--- src/lrut_pkg.sv ---
// ----------------------------------------------------------------------------
// lrut_pkg
// Shared types and constants of the LRU tag store: request and response
// payloads, the tag key, and the command and status bundles that run between
// the controller and the datapath.
// ----------------------------------------------------------------------------
`default_nettype none

package lrut_pkg;

    // Default geometry, used as the defaults of the top level parameters
    localparam int DEF_ENTRIES    = 12;
    localparam int DEF_STAMP_BITS = 32;

    // Field widths of the payloads
    localparam int SRC_W     = 4;
    localparam int CODE_W    = 10;
    localparam int VAR_W     = 8;
    localparam int IDX_OUT_W = 4;
    localparam int KEY_W     = SRC_W + CODE_W + VAR_W;

    // Operation codes
    localparam logic OP_LOOKUP  = 1'b0;
    localparam logic OP_INSTALL = 1'b1;

    // Request transaction payload
    typedef struct packed {
        logic              opcode;
        logic [SRC_W-1:0]  source_id;
        logic [CODE_W-1:0] item_code;
        logic [VAR_W-1:0]  item_variant;
    } req_t;

    // Response transaction payload
    typedef struct packed {
        logic                 hit;
        logic [IDX_OUT_W-1:0] entry_index;
        logic                 evicted;
    } rsp_t;

    // Tag key held in each entry
    typedef struct packed {
        logic [SRC_W-1:0]  source_id;
        logic [CODE_W-1:0] item_code;
        logic [VAR_W-1:0]  item_variant;
    } key_t;

    // Controller to datapath commands
    typedef struct packed {
        logic start;   // latch request, clear scan state
        logic scan;    // read next entry, compare previous one
        logic commit;  // write back entry, load response register
    } ctrl_cmd_t;

    // Datapath to controller status
    typedef struct packed {
        logic done;      // scan result is final
        logic out_free;  // response register can take a new result
    } ctrl_sts_t;

endpackage

`default_nettype wire

--- src/lrut_chan_if.sv ---
// ----------------------------------------------------------------------------
// lrut_chan_if
// Valid/ready channel carrying one payload of type T per transaction.
// ----------------------------------------------------------------------------
`default_nettype none

interface lrut_chan_if #(
    parameter type T = logic
);

    logic valid;
    logic ready;
    T     data;

    modport source (
        output valid,
        output data,
        input  ready
    );

    modport sink (
        input  valid,
        input  data,
        output ready
    );

endinterface

`default_nettype wire

--- src/lrut_ctrl.sv ---
// ----------------------------------------------------------------------------
// lrut_ctrl
// Sequencer of the tag store: takes a request, runs the entry scan until the
// datapath reports a final answer, then commits once the response register
// has room.
// ----------------------------------------------------------------------------
`default_nettype none

module lrut_ctrl (
    input  logic                 clk,
    input  logic                 rst_n,
    input  logic                 in_valid,
    output logic                 in_ready,
    input  lrut_pkg::ctrl_sts_t  sts,
    output lrut_pkg::ctrl_cmd_t  cmd
);

    import lrut_pkg::*;

    localparam logic [1:0] S_IDLE   = 2'd0;
    localparam logic [1:0] S_SCAN   = 2'd1;
    localparam logic [1:0] S_COMMIT = 2'd2;

    logic [1:0] state_reg;
    logic [1:0] state_next;

    // Next state and command decode
    always_comb
    begin
        state_next = state_reg;
        in_ready   = 1'b0;
        cmd        = '0;
        unique case (state_reg)
            S_IDLE:
            begin
                in_ready = 1'b1;
                if (in_valid)
                begin
                    cmd.start  = 1'b1;
                    state_next = S_SCAN;
                end
            end
            S_SCAN:
            begin
                cmd.scan = 1'b1;
                if (sts.done)
                begin
                    state_next = S_COMMIT;
                end
            end
            S_COMMIT:
            begin
                if (sts.out_free)
                begin
                    cmd.commit = 1'b1;
                    state_next = S_IDLE;
                end
            end
            default:
            begin
                state_next = S_IDLE;
            end
        endcase
    end

    // State register
    always_ff @(posedge clk or negedge rst_n)
    begin
        if (!rst_n)
        begin
            state_reg <= S_IDLE;
        end
        else
        begin
            state_reg <= state_next;
        end
    end

endmodule

`default_nettype wire

--- src/lrut_dp.sv ---
// ----------------------------------------------------------------------------
// lrut_dp
// Datapath of the tag store: entry memory with registered read, valid bits,
// one-entry-per-cycle compare stage tracking the hit or free entry and the
// oldest stamp, use counter, and the response register.
// ----------------------------------------------------------------------------
`default_nettype none

module lrut_dp #(
    parameter int ENTRIES    = lrut_pkg::DEF_ENTRIES,
    parameter int STAMP_BITS = lrut_pkg::DEF_STAMP_BITS
) (
    input  logic                 clk,
    input  logic                 rst_n,
    input  lrut_pkg::ctrl_cmd_t  cmd,
    output lrut_pkg::ctrl_sts_t  sts,
    input  lrut_pkg::req_t       req_data,
    input  logic                 rsp_ready,
    output logic                 rsp_valid,
    output lrut_pkg::rsp_t       rsp_data
);

    import lrut_pkg::*;

    localparam int IDX_W  = $clog2(ENTRIES);
    localparam int CNT_W  = $clog2(ENTRIES + 1);
    localparam int WORD_W = KEY_W + STAMP_BITS;
    localparam int EXT_W  = (IDX_W > IDX_OUT_W) ? IDX_W : IDX_OUT_W;
    localparam logic [IDX_W-1:0] LAST_IDX = IDX_W'(ENTRIES - 1);
    localparam logic [CNT_W-1:0] END_ADDR = CNT_W'(ENTRIES);

    // Entry memory: key in the upper bits, use stamp in the lower bits
    logic [WORD_W-1:0] mem [ENTRIES];

    logic                  op_reg;
    key_t                  key_reg;
    logic [CNT_W-1:0]      addr_reg;
    logic [CNT_W-1:0]      addr_next;
    logic [WORD_W-1:0]     rd_word_reg;
    logic [IDX_W-1:0]      cmp_idx_reg;
    logic                  cmp_vld_reg;
    logic                  cmp_vld_next;
    logic                  found_reg;
    logic                  found_next;
    logic [IDX_W-1:0]      found_idx_reg;
    logic                  best_vld_reg;
    logic                  best_vld_next;
    logic [IDX_W-1:0]      best_idx_reg;
    logic [STAMP_BITS-1:0] best_stamp_reg;
    logic [ENTRIES-1:0]    valid_reg;
    logic [ENTRIES-1:0]    valid_next;
    logic [STAMP_BITS-1:0] counter_reg;
    logic [STAMP_BITS-1:0] counter_next;
    logic                  rsp_valid_reg;
    logic                  rsp_valid_next;
    rsp_t                  rsp_data_reg;
    rsp_t                  rsp_data_next;

    logic [IDX_W-1:0]      addr_idx;
    logic                  issue;
    key_t                  rd_key;
    logic [STAMP_BITS-1:0] rd_stamp;
    logic                  cmp_fire;
    logic                  entry_ok;
    logic                  take_found;
    logic                  take_best;
    logic                  is_install;
    logic [IDX_W-1:0]      victim_idx;
    logic                  do_write;
    logic [STAMP_BITS-1:0] stamp_new;
    logic [EXT_W-1:0]      idx_ext;

    // Scan address and read issue
    assign addr_idx = addr_reg[IDX_W-1:0];
    assign issue    = cmd.scan && (addr_reg != END_ADDR);

    // Compare stage on the word read in the previous cycle
    assign rd_key     = key_t'(rd_word_reg[WORD_W-1 -: KEY_W]);
    assign rd_stamp   = rd_word_reg[STAMP_BITS-1:0];
    assign cmp_fire   = cmd.scan && cmp_vld_reg && !found_reg;
    assign entry_ok   = valid_reg[cmp_idx_reg];
    assign is_install = (op_reg == OP_INSTALL);

    always_comb
    begin
        if (is_install)
        begin
            take_found = cmp_fire && !entry_ok;
        end
        else
        begin
            take_found = cmp_fire && entry_ok && (rd_key == key_reg);
        end
    end

    assign take_best = cmp_fire && is_install && entry_ok &&
                       (!best_vld_reg || (rd_stamp < best_stamp_reg));

    // Commit: victim is the hit or free entry, else the oldest one
    assign victim_idx = found_reg ? found_idx_reg : best_idx_reg;
    assign do_write   = cmd.commit && (is_install || found_reg);
    assign stamp_new  = counter_reg + STAMP_BITS'(1);
    assign idx_ext    = do_write ? EXT_W'(victim_idx) : '0;

    // Status to the controller
    assign sts.done     = found_reg || (cmp_vld_reg && (cmp_idx_reg == LAST_IDX));
    assign sts.out_free = !rsp_valid_reg || rsp_ready;

    // Next values of control state
    always_comb
    begin
        addr_next      = addr_reg;
        cmp_vld_next   = cmp_vld_reg;
        found_next     = found_reg;
        best_vld_next  = best_vld_reg;
        valid_next     = valid_reg;
        counter_next   = counter_reg;
        rsp_valid_next = rsp_valid_reg;
        rsp_data_next  = rsp_data_reg;
        if (cmd.start)
        begin
            addr_next     = '0;
            cmp_vld_next  = 1'b0;
            found_next    = 1'b0;
            best_vld_next = 1'b0;
        end
        else if (cmd.scan)
        begin
            cmp_vld_next = issue;
            if (issue)
            begin
                addr_next = addr_reg + CNT_W'(1);
            end
            if (take_found)
            begin
                found_next = 1'b1;
            end
            if (take_best)
            begin
                best_vld_next = 1'b1;
            end
        end
        if (rsp_valid_reg && rsp_ready)
        begin
            rsp_valid_next = 1'b0;
        end
        if (cmd.commit)
        begin
            rsp_valid_next            = 1'b1;
            rsp_data_next.hit         = !is_install && found_reg;
            rsp_data_next.entry_index = idx_ext[IDX_OUT_W-1:0];
            rsp_data_next.evicted     = is_install && !found_reg;
            if (do_write)
            begin
                counter_next = stamp_new;
            end
            if (is_install)
            begin
                valid_next[victim_idx] = 1'b1;
            end
        end
    end

    // Control registers
    always_ff @(posedge clk or negedge rst_n)
    begin
        if (!rst_n)
        begin
            addr_reg      <= '0;
            cmp_vld_reg   <= 1'b0;
            found_reg     <= 1'b0;
            best_vld_reg  <= 1'b0;
            valid_reg     <= '0;
            counter_reg   <= '0;
            rsp_valid_reg <= 1'b0;
        end
        else
        begin
            addr_reg      <= addr_next;
            cmp_vld_reg   <= cmp_vld_next;
            found_reg     <= found_next;
            best_vld_reg  <= best_vld_next;
            valid_reg     <= valid_next;
            counter_reg   <= counter_next;
            rsp_valid_reg <= rsp_valid_next;
        end
    end

    // Payload registers
    always_ff @(posedge clk)
    begin
        rsp_data_reg <= rsp_data_next;
        if (cmd.start)
        begin
            op_reg                <= req_data.opcode;
            key_reg.source_id     <= req_data.source_id;
            key_reg.item_code     <= req_data.item_code;
            key_reg.item_variant  <= req_data.item_variant;
        end
        if (issue)
        begin
            cmp_idx_reg <= addr_idx;
        end
        if (take_found)
        begin
            found_idx_reg <= cmp_idx_reg;
        end
        if (take_best)
        begin
            best_idx_reg   <= cmp_idx_reg;
            best_stamp_reg <= rd_stamp;
        end
    end

    // Entry memory: one write port, one registered read port
    always_ff @(posedge clk)
    begin
        if (do_write)
        begin
            mem[victim_idx] <= {key_reg, stamp_new};
        end
        if (issue)
        begin
            rd_word_reg <= mem[addr_idx];
        end
    end

    assign rsp_valid = rsp_valid_reg;
    assign rsp_data  = rsp_data_reg;

`ifndef ASSERT_OFF
    // A commit never overwrites a response still waiting
    a_commit_room: assert property (@(posedge clk) disable iff (!rst_n)
        cmd.commit |-> (!rsp_valid_reg || rsp_ready))
        else $error("commit while response register full");

    // Valid bits are only ever set
    a_valid_grow: assert property (@(posedge clk) disable iff (!rst_n)
        ($countones(valid_reg) >= $countones($past(valid_reg))))
        else $error("valid entry lost");

    // The use counter moves only on a committed write
    a_counter_commit: assert property (@(posedge clk) disable iff (!rst_n)
        (counter_reg != $past(counter_reg)) |-> $past(do_write))
        else $error("use counter moved without a write");

    // Eviction only happens when every entry is valid
    a_evict_full: assert property (@(posedge clk) disable iff (!rst_n)
        (cmd.commit && is_install && !found_reg) |-> (&valid_reg))
        else $error("eviction with a free entry present");
`endif

endmodule

`default_nettype wire

--- src/lru_tag_store_lookup_install_top.sv ---
// ----------------------------------------------------------------------------
// lru_tag_store_lookup_install_top
// Fully associative tag store with least-recently-used replacement: lookup
// restamps a matching entry, install fills the first free or the oldest entry.
//
//   Channel | Dir | Payload | Transaction
//   --------+-----+---------+-----------------------------------------------
//   req     | in  | req_t   | one lookup or install request
//   rsp     | out | rsp_t   | hit, entry_index, evicted for each request
//
// A lookup miss or an install that evicts scans every entry before the commit;
// a lookup hit or an install into a free entry stops at that entry. The next
// request is taken in the cycle after the commit. The scan time is set by the
// entry memory, which is read one entry per cycle at a single port and
// compared in the next.
// The response sits in an output register; a new request is taken while it
// waits, and only the commit stalls until the response has been taken.
// Reset clears valid bits, use counter and handshake state.
// ----------------------------------------------------------------------------
`default_nettype none

module lru_tag_store_lookup_install_top #(
    parameter int ENTRIES    = lrut_pkg::DEF_ENTRIES,
    parameter int STAMP_BITS = lrut_pkg::DEF_STAMP_BITS
) (
    input  logic        clk,
    input  logic        rst_n,
    lrut_chan_if.sink   req,
    lrut_chan_if.source rsp
);

    import lrut_pkg::*;

    ctrl_cmd_t cmd;
    ctrl_sts_t sts;
    logic      in_ready;

    // Sequencer
    lrut_ctrl u_ctrl (
        .clk      (clk),
        .rst_n    (rst_n),
        .in_valid (req.valid),
        .in_ready (in_ready),
        .sts      (sts),
        .cmd      (cmd)
    );

    // Entry store and compare logic
    lrut_dp #(
        .ENTRIES    (ENTRIES),
        .STAMP_BITS (STAMP_BITS)
    ) u_dp (
        .clk       (clk),
        .rst_n     (rst_n),
        .cmd       (cmd),
        .sts       (sts),
        .req_data  (req.data),
        .rsp_ready (rsp.ready),
        .rsp_valid (rsp.valid),
        .rsp_data  (rsp.data)
    );

    assign req.ready = in_ready;

endmodule

`default_nettype wire
--- src/flat_wrapper.sv ---
// flat-port wrapper written by rule: the top's interface ports become plain ports
module lru_tag_store_lookup_install_top_flat import lrut_pkg::*;
#(
    parameter int ENTRIES    = lrut_pkg::DEF_ENTRIES,
    parameter int STAMP_BITS = lrut_pkg::DEF_STAMP_BITS
)
  (clk, rst_n, req_valid, req_data, req_ready, rsp_valid, rsp_data, rsp_ready);
  lrut_chan_if req_i ();
  lrut_chan_if rsp_i ();
  input  logic clk;
  input  logic rst_n;
  input wire logic [$bits(req_i.valid)-1:0] req_valid;
  input wire logic [$bits(req_i.data)-1:0] req_data;
  output wire logic [$bits(req_i.ready)-1:0] req_ready;
  output wire logic [$bits(rsp_i.valid)-1:0] rsp_valid;
  output wire logic [$bits(rsp_i.data)-1:0] rsp_data;
  input wire logic [$bits(rsp_i.ready)-1:0] rsp_ready;
  assign req_i.valid = req_valid;
  assign req_i.data = req_data;
  assign req_ready = req_i.ready;
  assign rsp_valid = rsp_i.valid;
  assign rsp_data = rsp_i.data;
  assign rsp_i.ready = rsp_ready;
  lru_tag_store_lookup_install_top #(.ENTRIES(ENTRIES), .STAMP_BITS(STAMP_BITS)) u_core (.clk(clk), .rst_n(rst_n), .req(req_i), .rsp(rsp_i));
endmodule
--- config.mk ---
export PLATFORM = sky130hd
export DESIGN_NAME = lru_tag_store_lookup_install_top_flat
export DESIGN_NICKNAME = d
export VERILOG_FILES = /design/src/lrut_pkg.sv /design/src/lrut_chan_if.sv /design/src/lrut_ctrl.sv /design/src/lrut_dp.sv /design/src/lru_tag_store_lookup_install_top.sv /design/src/flat_wrapper.sv
export SDC_FILE = /design/constraint.sdc
export NUM_CORES = 1
export LEC_CHECK = 0
export BUFFER_PORTS_ARGS = -buffer_cell sky130_fd_sc_hd__buf_2
export CAP_MARGIN = 20
export CORE_AREA = 3 3 40 42
export CTS_CLUSTER_DIAMETER = 200
export DETAILED_ROUTE_END_ITERATION = 10
export DIE_AREA = 0 0 43 45
export PLACE_DENSITY = 0.77
export SLEW_MARGIN = 20
export SYNTH_ARGS = -nofsm -noshare
export SYNTH_HDL_FRONTEND = slang
export SYNTH_SLANG_ARGS = --single-unit
--- constraint.sdc ---
create_clock -name clk -period 3.95 [get_ports clk]
set_input_delay 1.185 -clock clk [delete_from_list [all_inputs] [get_ports clk]]
set_output_delay 1.185 -clock clk [all_outputs]
set_load 0.03 [all_outputs]
After elaboration in Yosys (flattened, before gate mapping)

Memory sizes are Yosys's and may differ from the RTL's. A register that Yosys moved wholly into a read port is not among the register bits.
Cells that the tools add are included.
Widths: inputs -> output; s select.

Output and inout port bits: 3
Bits in latches: 0
Memories: 2
Word-level logic and storage cells: 69
Bits in registers: 104
Bits in writable memories: 396
Memory bits (read-only): 16

Memory list:

| memory          | words | width | read ports | clocked after memory_dff | write ports | line          | text |
|---|---|---|---|---|---|---|---|
| u_core.u_dp.mem | 12    | 33    | 1          | 1                        | 1           | lrut_dp.sv:33 | `logic [WORD_W-1:0] mem [ENTRIES];` |
| (no name shown) | 16    | 1     | 1          | 1                        | 0           | lrut_dp.sv:81 | `assign entry_ok = valid_reg[cmp_idx_reg];` |

Reductions and logical operators: 21
Multiply operators: 0
Bitwise gates (word level): 0
Magnitude comparators: 1
Equality and inequality tests: 8
Shift-type cells: 0
Muxes and demuxes: 25
Add/subtract/negate cells: 2
Divide/modulo/power cells: 0

Operators with widths:

| operator              | number |
|---|---|
| $add 32x1->32 const B | 1 |
| $eq 22x1->1           | 1 |
| $mux 4                | 5 |
| $mux 1                | 16 |
| $logic_and 1x1->1     | 8 |
| $reduce_bool 2->1     | 4 |
| $mux 2                | 3 |
| $pmux 2 s3            | 1 |
| $reduce_and 2->1      | 3 |
| $lt 4x5->1 const B    | 1 |
| $add 4x1->4 const B   | 1 |
| $eq 4x4->1 const B    | 1 |
| $ne 2x1->1 const B    | 2 |
| $ne 4x4->1 const B    | 1 |
| $reduce_and 3->1      | 1 |
| $eq 2x1->1 const B    | 1 |
| $eq 2x2->1 const B    | 1 |
| $logic_not 1->1       | 2 |
| $logic_not 2->1       | 1 |
| $logic_or 1x1->1      | 2 |
| $ne 2x2->1 const B    | 1 |

Longest topological paths before layout

Gate-level depths: netlist of the first run.

Word-level depth: 9
Depth in mapped cells: 4
Depth with buffers taken out: 4

Hierarchy

Synthesis of the first run repeated with hierarchy kept, for this count alone.

Cells, all modules: 1628
Area total of the unflattened synthesis: 32363.5 sq um

Modules (own cells, without submodules):

| module                           | area an instance (sq um) | cells an instance | instances |
|---|---|---|---|
| lrut_dp                          | 32239.7                  | 1615              | 1 |
| lrut_ctrl                        | 120.1                    | 12                | 1 |
| lru_tag_store_lookup_install_top | 3.8                      | 1                 | 1 |

Least setup slack after synthesis of the first run

Ideal clock, no wire load.

Kind: register to output
From: reg u_core.u_ctrl.state_reg[0]
To: out req_ready
Stages on the path, launching flop included: 2
Setup slack: 1902 ps
Data required time: 2765 ps
Path buffers: 0
Arrival: 863 ps
Path through: dfrtp_1 nor2_1

Word-level cells in the longest chain between the ends: 2

RTL lines:

| item                   | line               | text |
|---|---|---|
| from (decl)            | lrut_ctrl.sv:24    | `logic [1:0] state_reg;` |
| from (signal assigned) | lrut_ctrl.sv:75    | `state_reg <= state_next;` |
| $logic_not 2->1        | lrut_ctrl.sv:33    | `unique case (state_reg)` |
| $mux 1                 | lrut_ctrl.sv:33    |  |
| to (decl)              | flat_wrapper.sv:14 | `output wire logic [$bits(req_i.ready)-1:0] req_ready;` |

Every way passes these cells.

Worst setup path in the final report of the first run

Ends and elaborated chain as after synthesis.

==> metrics.cfg, run 1 <==
[logic_synthesis]
ys_ff_latch = 13
ys_warn_count = 0
synth_nets = 57
ys_seq_area_share_pct = 57.02
synth_area_leaders = dfrtp_1, edfxtp_1, ha_1
syn-instance-count = 50
synth_top_area_cell = dfrtp_1
yosys.area.top_type_share_pct = 37.19
syn_area_um2 = 605.6
avgSynthCellArea_um2 = 12.11
synthDistinctLibCells = 24

[layout]
diodes = 0
num-fill-cells = 115
final_nets = 66
syn_to_final_growth_pct = 10.54
drive_above_1_share_pct = 20.69

[worst_setup_path]
cp.arrival_ps = 1060
setup.worst_path.class = flip-flop to primary output
path_max_fanout = 7
path_cells = nor2_1 > buf_2
required_ps = 2760
cp.depth = 2
r2r-start = u_core.u_dp.addr_idx[0]
critPathTopFamily = flip-flops
crit_path_start_kind = flip-flop
slowest_stage = dfrtp_1
ff2ff_path_depth = 3
path_buf_inv = 1
rrSetupSlack_ps = 2500
endpoint = req_ready
r2r_end = u_core.u_dp.cmp_idx_reg[2]
slowest_delay_ps = 470
crit_path_start = u_core.u_ctrl.state_reg[0]
worstSetupEndpointType = primary output

[cts]
cts_made_buffers = 3
post_cts_resized = 0
cts_tree = done
cts_buffer_depth = 2
clock-sinks = 13
cts_hold_buf = 0
clkLatencyLatePin_ps = 280
postCtsSetupRepairBufs = 0
cts.clk_slew.worst_paths_ps = 80
htreeDepth = 1
root_buffer = clkbuf_4

[outcome]
status = complete, no violations

[timing]
period_share_pct = 56.79
skew_ps = 13.52
final-setup-viol-count = 0
fin_crit_ps = 2243
fmax_mhz = 445.8
slew_violations = 0
hold_violations = 0
rsz0062_at_grt = no
finalSetupTns_ps = 0
hold_ws_ps = 509.2

[detailed_routing]
route.detailed.drc = 0
vias = 410
drt_iter0_markers = 10
vias_per_cell = 5.616
wl_per_cell_um = 13.11
wl_um = 957
dr.pass1.iters = 4
antenna_left = 0

[global_routing]
grt_overflow_total = 0
grt_max_degree = 10
grt_pass1_vias = 362
grt_pass1_wl_um = 1511
grt_usage_pct = 11.27
antenna_found_initial = 0

[floorplanning]
rows = 13
die_area_um2 = 1935
die_h_um = 45
num_io_pins = 8
die_width_um = 43
initial_utilization_pct = 47.13
core_area_um2 = 1285

[place]
gp_congestion = 0.7850
portBuffers = 5
hpwl_um = 730.3

[power_and_ir_drop]
vdd.ir_drop.worst_v = 0.0002933
power_density_nw_per_um2 = 742.6
power_leakage_uw = 0.0003151
p_total_uw = 497.1

[hold_path]
min_path_type = flip-flop to flip-flop

[job]
drv_cap = 0

layout by cell type, fill, tap and decap left out:
cell,n
edfxtp_1,4
nand4_1,1
o22ai_1,1
nand2b_4,1
conb_1,1
a211o_1,1
a311oi_1,2
clkinv_2,1
inv_1,4
clkbuf_4,3
nor2_1,2
and4b_1,1
ha_1,2
a21oi_1,4
dfrtp_1,9
nand2_1,4
a31oi_4,1
o21ai_0,1
nand2b_1,3
nor3_1,1
buf_2,5
or2b_1,1
and2_1,1
a41oi_1,1
mux2i_1,2
or3b_4,1
area by class of cell:
class                   count  area, µm²  share of cell area (%)
well taps                  15      18.77                   2.804
inverters                   4      15.01                   2.243
clock inverters             1      5.005                  0.7477
repair buffers              5      25.02                   3.738
clock buffers               3      22.52                   3.364
flip-flops and latches     13      345.3                   51.59
multi-input cells          32      237.7                   35.51
worst min-delay path, stage by stage, from the launching register on:
cell,delay (ps)
dfrtp_1,350
nand2b_1,80
nand2_1,60
power breakdown:
part           internal [µW]  leakage, µW  total [µW]  switching [µW]
Clock                   37.5    0.0000177        79.0            41.6
Combinational           71.8     0.000145         158            86.3
Sequential               202     0.000153         260            58.1
cells in the mapped netlist (all sizes together):
cell type,n
conb,1
or2b,1
a41oi,1
buf,1
o21ai,1
mux2i,2
nor3,1
dfrtp,9
nand2b,4
ha,2
inv,4
a211o,1
and4b,1
o22ai,1
or3b,1
nand2,4
edfxtp,4
nand4,1
nor2,2
a311oi,2
a31oi,1
and2,1
a21oi,4
how the worst min path moves through the flow:
stage	to	from	slack, ps	cells past startpoint
5_1_grt	u_core.u_dp.rsp_valid	u_core.u_dp.rsp_valid	530	2
3_3_place_gp	u_core.u_dp.rsp_valid	u_core.u_dp.rsp_valid	490	2
6_report	u_core.u_dp.rsp_valid	u_core.u_dp.rsp_valid	510	2
4_1_cts	u_core.u_dp.rsp_valid	u_core.u_dp.rsp_valid	520	2
2_1_floorplan	u_core.u_dp.cmp_vld_reg	u_core.u_dp.cmp_vld_reg	470	2
3_5_place_dp	u_core.u_dp.rsp_valid	u_core.u_dp.rsp_valid	500	2
kinds of logic after synthesis:
logic type | Yosys count | synth area share (%)
AOI/OAI and AO/OA | 11 | 14.46
adders and majority gates | 2 | 4.132
buffers and inverters | 5 | 3.719
DFF | 13 | 57.03
muxes | 2 | 3.306
other | 1 | 0.6192
and+or+nand+nor | 16 | 16.74
through the flow:
| step | utilization [%] | instance area (µm²) | worst slack, ps | cells |
|---|---|---|---|---|
| finish | 52.09 | 669.4 | 1707 | 73 |
| global route | 52.09 | 669.4 | 1602 | 73 |
| CTS | 52.09 | 669.4 | 1688 | 73 |
| detailed placement | 49.95 | 641.9 | 1982 | 69 |
| global placement | 49.95 | 641.9 | 1985 | 69 |
| floorplan | - | 605.6 | 1902 | 50 |
routing by layer:
layer  vias to the layer above  routed length (µm)  global-route usage, %
li1                        197                   -                      -
met1                       206                 415                  11.42
met2                         7                 498                  19.16
met3                         0                  43                  5.976
met4                         0                   0                  5.422
met5                         -                   0                      0
Power figures use the tool's default switching activity.
==> run 2: changes to the inputs <==
clock period = 2.2 ns   (was 3.95 ns; I/O delays follow)
==> run 2 against run 1 <==
Net effect: clock-buffer cell count grew 1; cell count is the same; hold slack lost 280 ps; critical path type unchanged; highest routed layer is now met4.
==> metrics.cfg, run 2 (same netlist as run 1, synthesis figures left out) <==
[outcome]
status = complete, no violations

[worst_setup_path]
cp.arrival_ps = 1070  ; about the same
slowest_stage = dfrtp_1
slowest_delay_ps = 480  ; about the same
r2r-start = u_core.u_dp.addr_idx[0]
r2r_end = u_core.u_dp.cmp_idx_reg[2]
crit_path_start_kind = flip-flop
setup.worst_path.class = flip-flop to primary output
ff2ff_path_depth = 3  ; unchanged
rrSetupSlack_ps = 760  ; -1740 ps
required_ps = 1540  ; -1220 ps
path_max_fanout = 7  ; unchanged
worstSetupEndpointType = primary output
path_cells = nor2_1 > buf_2

[detailed_routing]
vias = 385  ; -6.1%
vias_per_cell = 5.274  ; -6.1%
dr.pass1.iters = 5  ; +1
antenna_left = 0  ; unchanged
wl_um = 1016  ; +6.2%
drt_iter0_markers = 12  ; +2
wl_per_cell_um = 13.92  ; +6.2%
route.detailed.drc = 0  ; unchanged

[global_routing]
antenna_found_initial = 0  ; unchanged
grt_pass1_wl_um = 1690  ; +12%
grt_usage_pct = 12.20  ; +0.93 points
grt_max_degree = 10  ; unchanged
grt_overflow_total = 0  ; unchanged
grt_pass1_vias = 378  ; +4.4%

[cts]
root_buffer = clkbuf_4
post_cts_resized = 0  ; unchanged
cts_hold_buf = 0  ; unchanged
clock-sinks = 13  ; unchanged
cts.clk_slew.worst_paths_ps = 80  ; about the same
postCtsSetupRepairBufs = 0  ; unchanged
cts_made_buffers = 3  ; unchanged
cts_tree = done
clkLatencyLatePin_ps = 270  ; about the same
htreeDepth = 1  ; unchanged
cts_buffer_depth = 2  ; unchanged

[floorplanning]
die_h_um = 45  ; unchanged
initial_utilization_pct = 47.13  ; unchanged
num_io_pins = 8  ; unchanged
rows = 13  ; unchanged
core_area_um2 = 1285  ; unchanged
die_area_um2 = 1935  ; unchanged
die_width_um = 43  ; unchanged

[timing]
fmax_mhz = 579.4
slew_violations = 0  ; unchanged
skew_ps = 2.416  ; -11.11 ps
rsz0062_at_grt = no
fin_crit_ps = 1726
finalSetupTns_ps = 0  ; unchanged
hold_ws_ps = 226.1  ; -283.1 ps
period_share_pct = 78.45
final-setup-viol-count = 0  ; unchanged
hold_violations = 0  ; unchanged

[layout]
drive_above_1_share_pct = 18.97  ; -1.7 points
layout_common_cells = dfrtp_1, buf_2
syn_to_final_growth_pct = 10.33
diodes = 0  ; unchanged
mostFrequentLayoutCell = dfrtp_1
final_nets = 66  ; unchanged

[power_and_ir_drop]
power_density_nw_per_um2 = 1338  ; +80%
power_leakage_uw = 0.0003124  ; -0.87%
vdd.ir_drop.worst_v = 0.0005428  ; +85%

[place]
hpwl_um = 726.9  ; -0.47%
portBuffers = 5  ; unchanged
gp_congestion = 0.7853  ; about the same

[hold_path]
min_path_type = primary input to async pin

[job]
drv_cap = 0  ; unchanged

[run 2: worst max-delay path, delay by kind of cell, from the launching register on]
kind / cells / cell delay [ps]
flip-flops: 1 / 480
AND/OR/NAND/NOR: 1 / 120
buffers and inverters: 1 / 200
[run 2: stage by stage]
stage	util, %	instance area (µm²)	instances	power [µW]	worst slack, ps
floorplan	-	605.6	50	677.7	677.3
global placement	49.95	641.9	69	736.1	760.0
detailed placement	49.95	641.9	69	756.5	753.5
CTS	52.00	668.1	73	904.1	457.9
global route	52.00	668.1	73	963.5	395.8
finish	52.00	668.1	73	893.8	474.1
[run 2: where the power goes]
group,total [µW],internal (µW),switching (µW)
clock network,143,70.2,72.7
logic,283,128,155
registers,468,362,106
total,894,560,334
[run 2: worst max-delay path by stage]
stage / from / end / slack, ps / cells past startpoint
2_1_floorplan: u_core.u_ctrl.state_reg[0] / req_ready / 680 / 1
3_3_place_gp: req_valid / u_core.u_dp.found_reg / 760 / 3
3_5_place_dp: req_valid / u_core.u_dp.addr_idx[1] / 750 / 4
4_1_cts: u_core.u_ctrl.state_reg[0] / req_ready / 460 / 2
5_1_grt: u_core.u_ctrl.state_reg[0] / req_ready / 400 / 2
6_report: u_core.u_ctrl.state_reg[0] / req_ready / 470 / 2
[run 2: area by class of cell]
class / count / area [µm²]
multi-input combinational: 32 / 237.7
inverter: 4 / 15.01
clock buffer: 4 / 26.28
fill: 131 / 616.8
timing repair buffer: 5 / 25.02
sequential: 13 / 345.3
tap: 15 / 18.77
[run 2: routing by layer]
layer | share of wire [%] | vias up | global-route usage [%] | routed length, µm
li1 | - | 193 | - | -
met2 | 48 | 12 | 19.76 | 488
met4 | 2.1 | 0 | 7.229 | 21
met5 | 0 | - | 0 | 0
met3 | 4.4 | 4 | 3.586 | 45
met1 | 45 | 176 | 14.47 | 460
==> run 3: changes to the inputs <==
ABC_AREA = 1   (was unset)
PLACE_DENSITY = 0.8   (was 0.77)
clock period = 1.8 ns   (was 2.2 ns; I/O delays follow)
==> run 3 against run 2 <==
Net effect: utilization grew 2.6 points; global-route usage grew 0.65 points; synthesized cell count grew 30%; register-to-register slack worse by 270 ps; first-iteration DRC count fell by 67%; die area stayed put; final area is 5.1% higher; clock-buffer cell count is 1 lower; combinational power grew 75%; sequential power rose by 21%.
==> metrics.cfg, run 3 <==
[outcome]
status = complete, no violations

[timing]
slew_violations = 0  ; unchanged
period_share_pct = 95.19
finalSetupTns_ps = 0  ; unchanged
fmax_mhz = 583.6
timing.final.ws_setup_ps = 86.63  ; -387.5 ps
rsz0062_at_grt = no
fin_crit_ps = 1713
hold_violations = 0  ; unchanged
skew_ps = 11.73  ; +9.313 ps
final-setup-viol-count = 0  ; unchanged

[layout]
diodes = 0  ; unchanged
final_nets = 81  ; +23%
drive_above_1_share_pct = 30.14  ; +11 points
num-fill-cells = 122  ; -6.9%
syn_to_final_growth_pct = 10.00
layout_common_cells = nand2_1, dfrtp_1, nand3_1, inv_1, buf_2
mostFrequentLayoutCell = nand2_1

[logic_synthesis]
yosysMostFrequentCell = nand2_1
syn_area_um2 = 638.1  ; +5.4%
synth_top_flop_cell = dfrtp_1
synth_area_leaders = dfrtp_1, edfxtp_1, nand2_1
ys_seq_area_share_pct = 54.12  ; -2.9 points
synth_commonest_cells = nand2_1, dfrtp_1, nand3_1, inv_1
yosys.area.top_type_share_pct = 35.29  ; -1.9 points
avgSynthCellArea_um2 = 9.817  ; -19%
synth_edf_count = 4  ; unchanged
synth_top_area_cell = dfrtp_1
async_reset_ff_share_pct = 69.23  ; unchanged
syn-instance-count = 65  ; +30%
synthDistinctLibCells = 21  ; -13%
synth_nets = 72  ; +26%
ys_warn_count = 0  ; unchanged
ys_ff_latch = 13  ; unchanged

[floorplanning]
num_io_pins = 8  ; unchanged
initial_utilization_pct = 49.66  ; +2.5 points
die_width_um = 43  ; unchanged
core_area_um2 = 1285  ; unchanged
die_area_um2 = 1935  ; unchanged
rows = 13  ; unchanged
die_h_um = 45  ; unchanged

[detailed_routing]
vias_per_cell = 4.727  ; -10%
dr.pass1.iters = 3  ; -2
wl_per_cell_um = 11.76  ; -15%
vias = 416  ; +8.1%
wl_um = 1035  ; +1.9%
antenna_left = 0  ; unchanged
drt_iter0_markers = 4  ; -8
route.detailed.drc = 0  ; unchanged

[power_and_ir_drop]
power_leakage_uw = 0.0003527  ; +13%
power_density_nw_per_um2 = 1765  ; +32%
power_frac_seq_pct = 45.8  ; -6.6 points
vdd.ir_drop.worst_v = 0.0007539  ; +39%
pwr-share-clk_pct = 14.2  ; -1.8 points
internal_power_uw = 706.3  ; +26%
p_sw_uw = 532.5  ; +60%
combPwrFrac_pct = 40.0  ; +8.3 points
sw_frac_of_total_pct = 42.99  ; +5.7 points

[worst_setup_path]
worstSetupEndpointType = primary output
path_buf_inv = 1  ; unchanged
critPathTopFamily = flip-flops
path_cells = nor2_2 > buf_2
path_max_fanout = 4  ; -3
slowest_stage = dfrtp_1
setup.worst_path.class = flip-flop to primary output
cp.arrival_ps = 1170  ; +100 ps
required_ps = 1260  ; -280 ps
crit_path_start_kind = flip-flop
slowest_delay_ps = 450  ; -30 ps

[cts]
clkLatencyLatePin_ps = 270  ; about the same
cts_buffer_depth = 2  ; unchanged
cts_made_buffers = 3  ; unchanged
cts_tree = done
htreeDepth = 1  ; unchanged
root_buffer = clkbuf_4
clock-sinks = 13  ; unchanged
post_cts_resized = 0  ; unchanged
postCtsSetupRepairBufs = 0  ; unchanged
cts_hold_buf = 0  ; unchanged
cts.clk_slew.worst_paths_ps = 90  ; about the same

[place]
portBuffers = 5  ; unchanged
gp_congestion = 0.7472  ; -4.9%
post-place-ws_ps = 368.6  ; -384.9 ps
hpwl_um = 805.8  ; +11%

[global_routing]
grt_pass1_wl_um = 1807  ; +6.9%
antenna_found_initial = 0  ; unchanged
grt_overflow_total = 0  ; unchanged
grt_max_degree = 10  ; unchanged
grt_usage_pct = 12.85  ; +0.65 points
grt_pass1_vias = 431  ; +14%

[job]
drv_cap = 0  ; unchanged

[hold_path]
min_path_type = primary input to async pin

[run 3: cell count changes after synthesis, sizes merged, moves of 2 or more]
cell / delta
a21oi: -4
a311oi: -2
inv: +4
mux2i: -2
nand2: +12
nand2b: -4
nand3: +9
nor2: +6
[run 3: per-stage QoR]
stage | std cells | hold WS [ps] | area, µm² | utilization [%] | power [µW]
3_3_place_gp | 84 | 404.3 | 674.4 | 52.48 | 1051
4_1_cts | 88 | 99.72 | 701.9 | 54.63 | 1259
6_report | 88 | 100.6 | 701.9 | 54.63 | 1239
3_5_place_dp | 84 | 404.8 | 674.4 | 52.48 | 1080
2_1_floorplan | 65 | 244.4 | 638.1 | - | 957.2
5_1_grt | 88 | 97.20 | 701.9 | 54.63 | 1362
[run 3: worst paths after layout]
path,startpoint,endpoint,slack (ps),cells past startpoint
max in group asynchronous,rst_n,u_core.u_dp.addr_idx[3],1500,1
worst max register to register,u_core.u_dp.addr_idx[0],u_core.u_dp.cmp_idx_reg[1],490,5
worst min register to register,u_core.u_dp.cmp_vld_reg,u_core.u_dp.cmp_vld_reg,510,2
worst min-delay path,rst_n,u_core.u_dp.rsp_valid,100,1
min in group clk,req_valid,u_core.u_dp.found_reg,500,2
worst max-delay path,u_core.u_ctrl.state_reg[1],req_ready,90,2
[run 3: power groups by stage]
stage	Combinational [µW]	Sequential [µW]	Clock (µW)
final	495	567	176
after global routing	577	591	194
after CTS	505	570	183
after detailed placement	503	577	0
after global placement	487	563	0
after floorplan	390	567	0
[run 3: kinds of logic (layout without fill, tap and decap cells)]
logic type,after synthesis,count (layout),synth area share [%]
flops,13,13,54.12
simple gates,35,35,29.41
compound gates,3,3,3.333
buf+inv,10,18,7.256
other cells,1,1,0.5877
fa+ha+maj,2,2,3.921
xor+xnor,1,1,1.373
[run 3: per-layer routing]
layer	track usage (%)	vias to the layer above	share of wire, %
met5	0	-	0
met4	7.229	0	0.48
met3	2.390	2	2.3
met2	21.86	4	52
met1	15.37	189	45
li1	-	221	-
[run 3: cell type report]
type / instances / area (µm²) / area share [%]
clock buffer: 3 / 22.52 / 3.209
clock inverter: 1 / 5.005 / 0.7130
inverter: 9 / 38.79 / 5.526
multi-input combinational: 42 / 246.5 / 35.12
sequential: 13 / 345.3 / 49.20
tap: 15 / 18.77 / 2.674
timing repair buffer: 5 / 25.02 / 3.565
[run 3: worst register-to-register path, cell delays in order (launching register included)]
cell and delay, ps:
dfrtp_1 450, inv_1 90, ha_1 220, nand3_2 90, nand2_4 80, clkinv_4 90
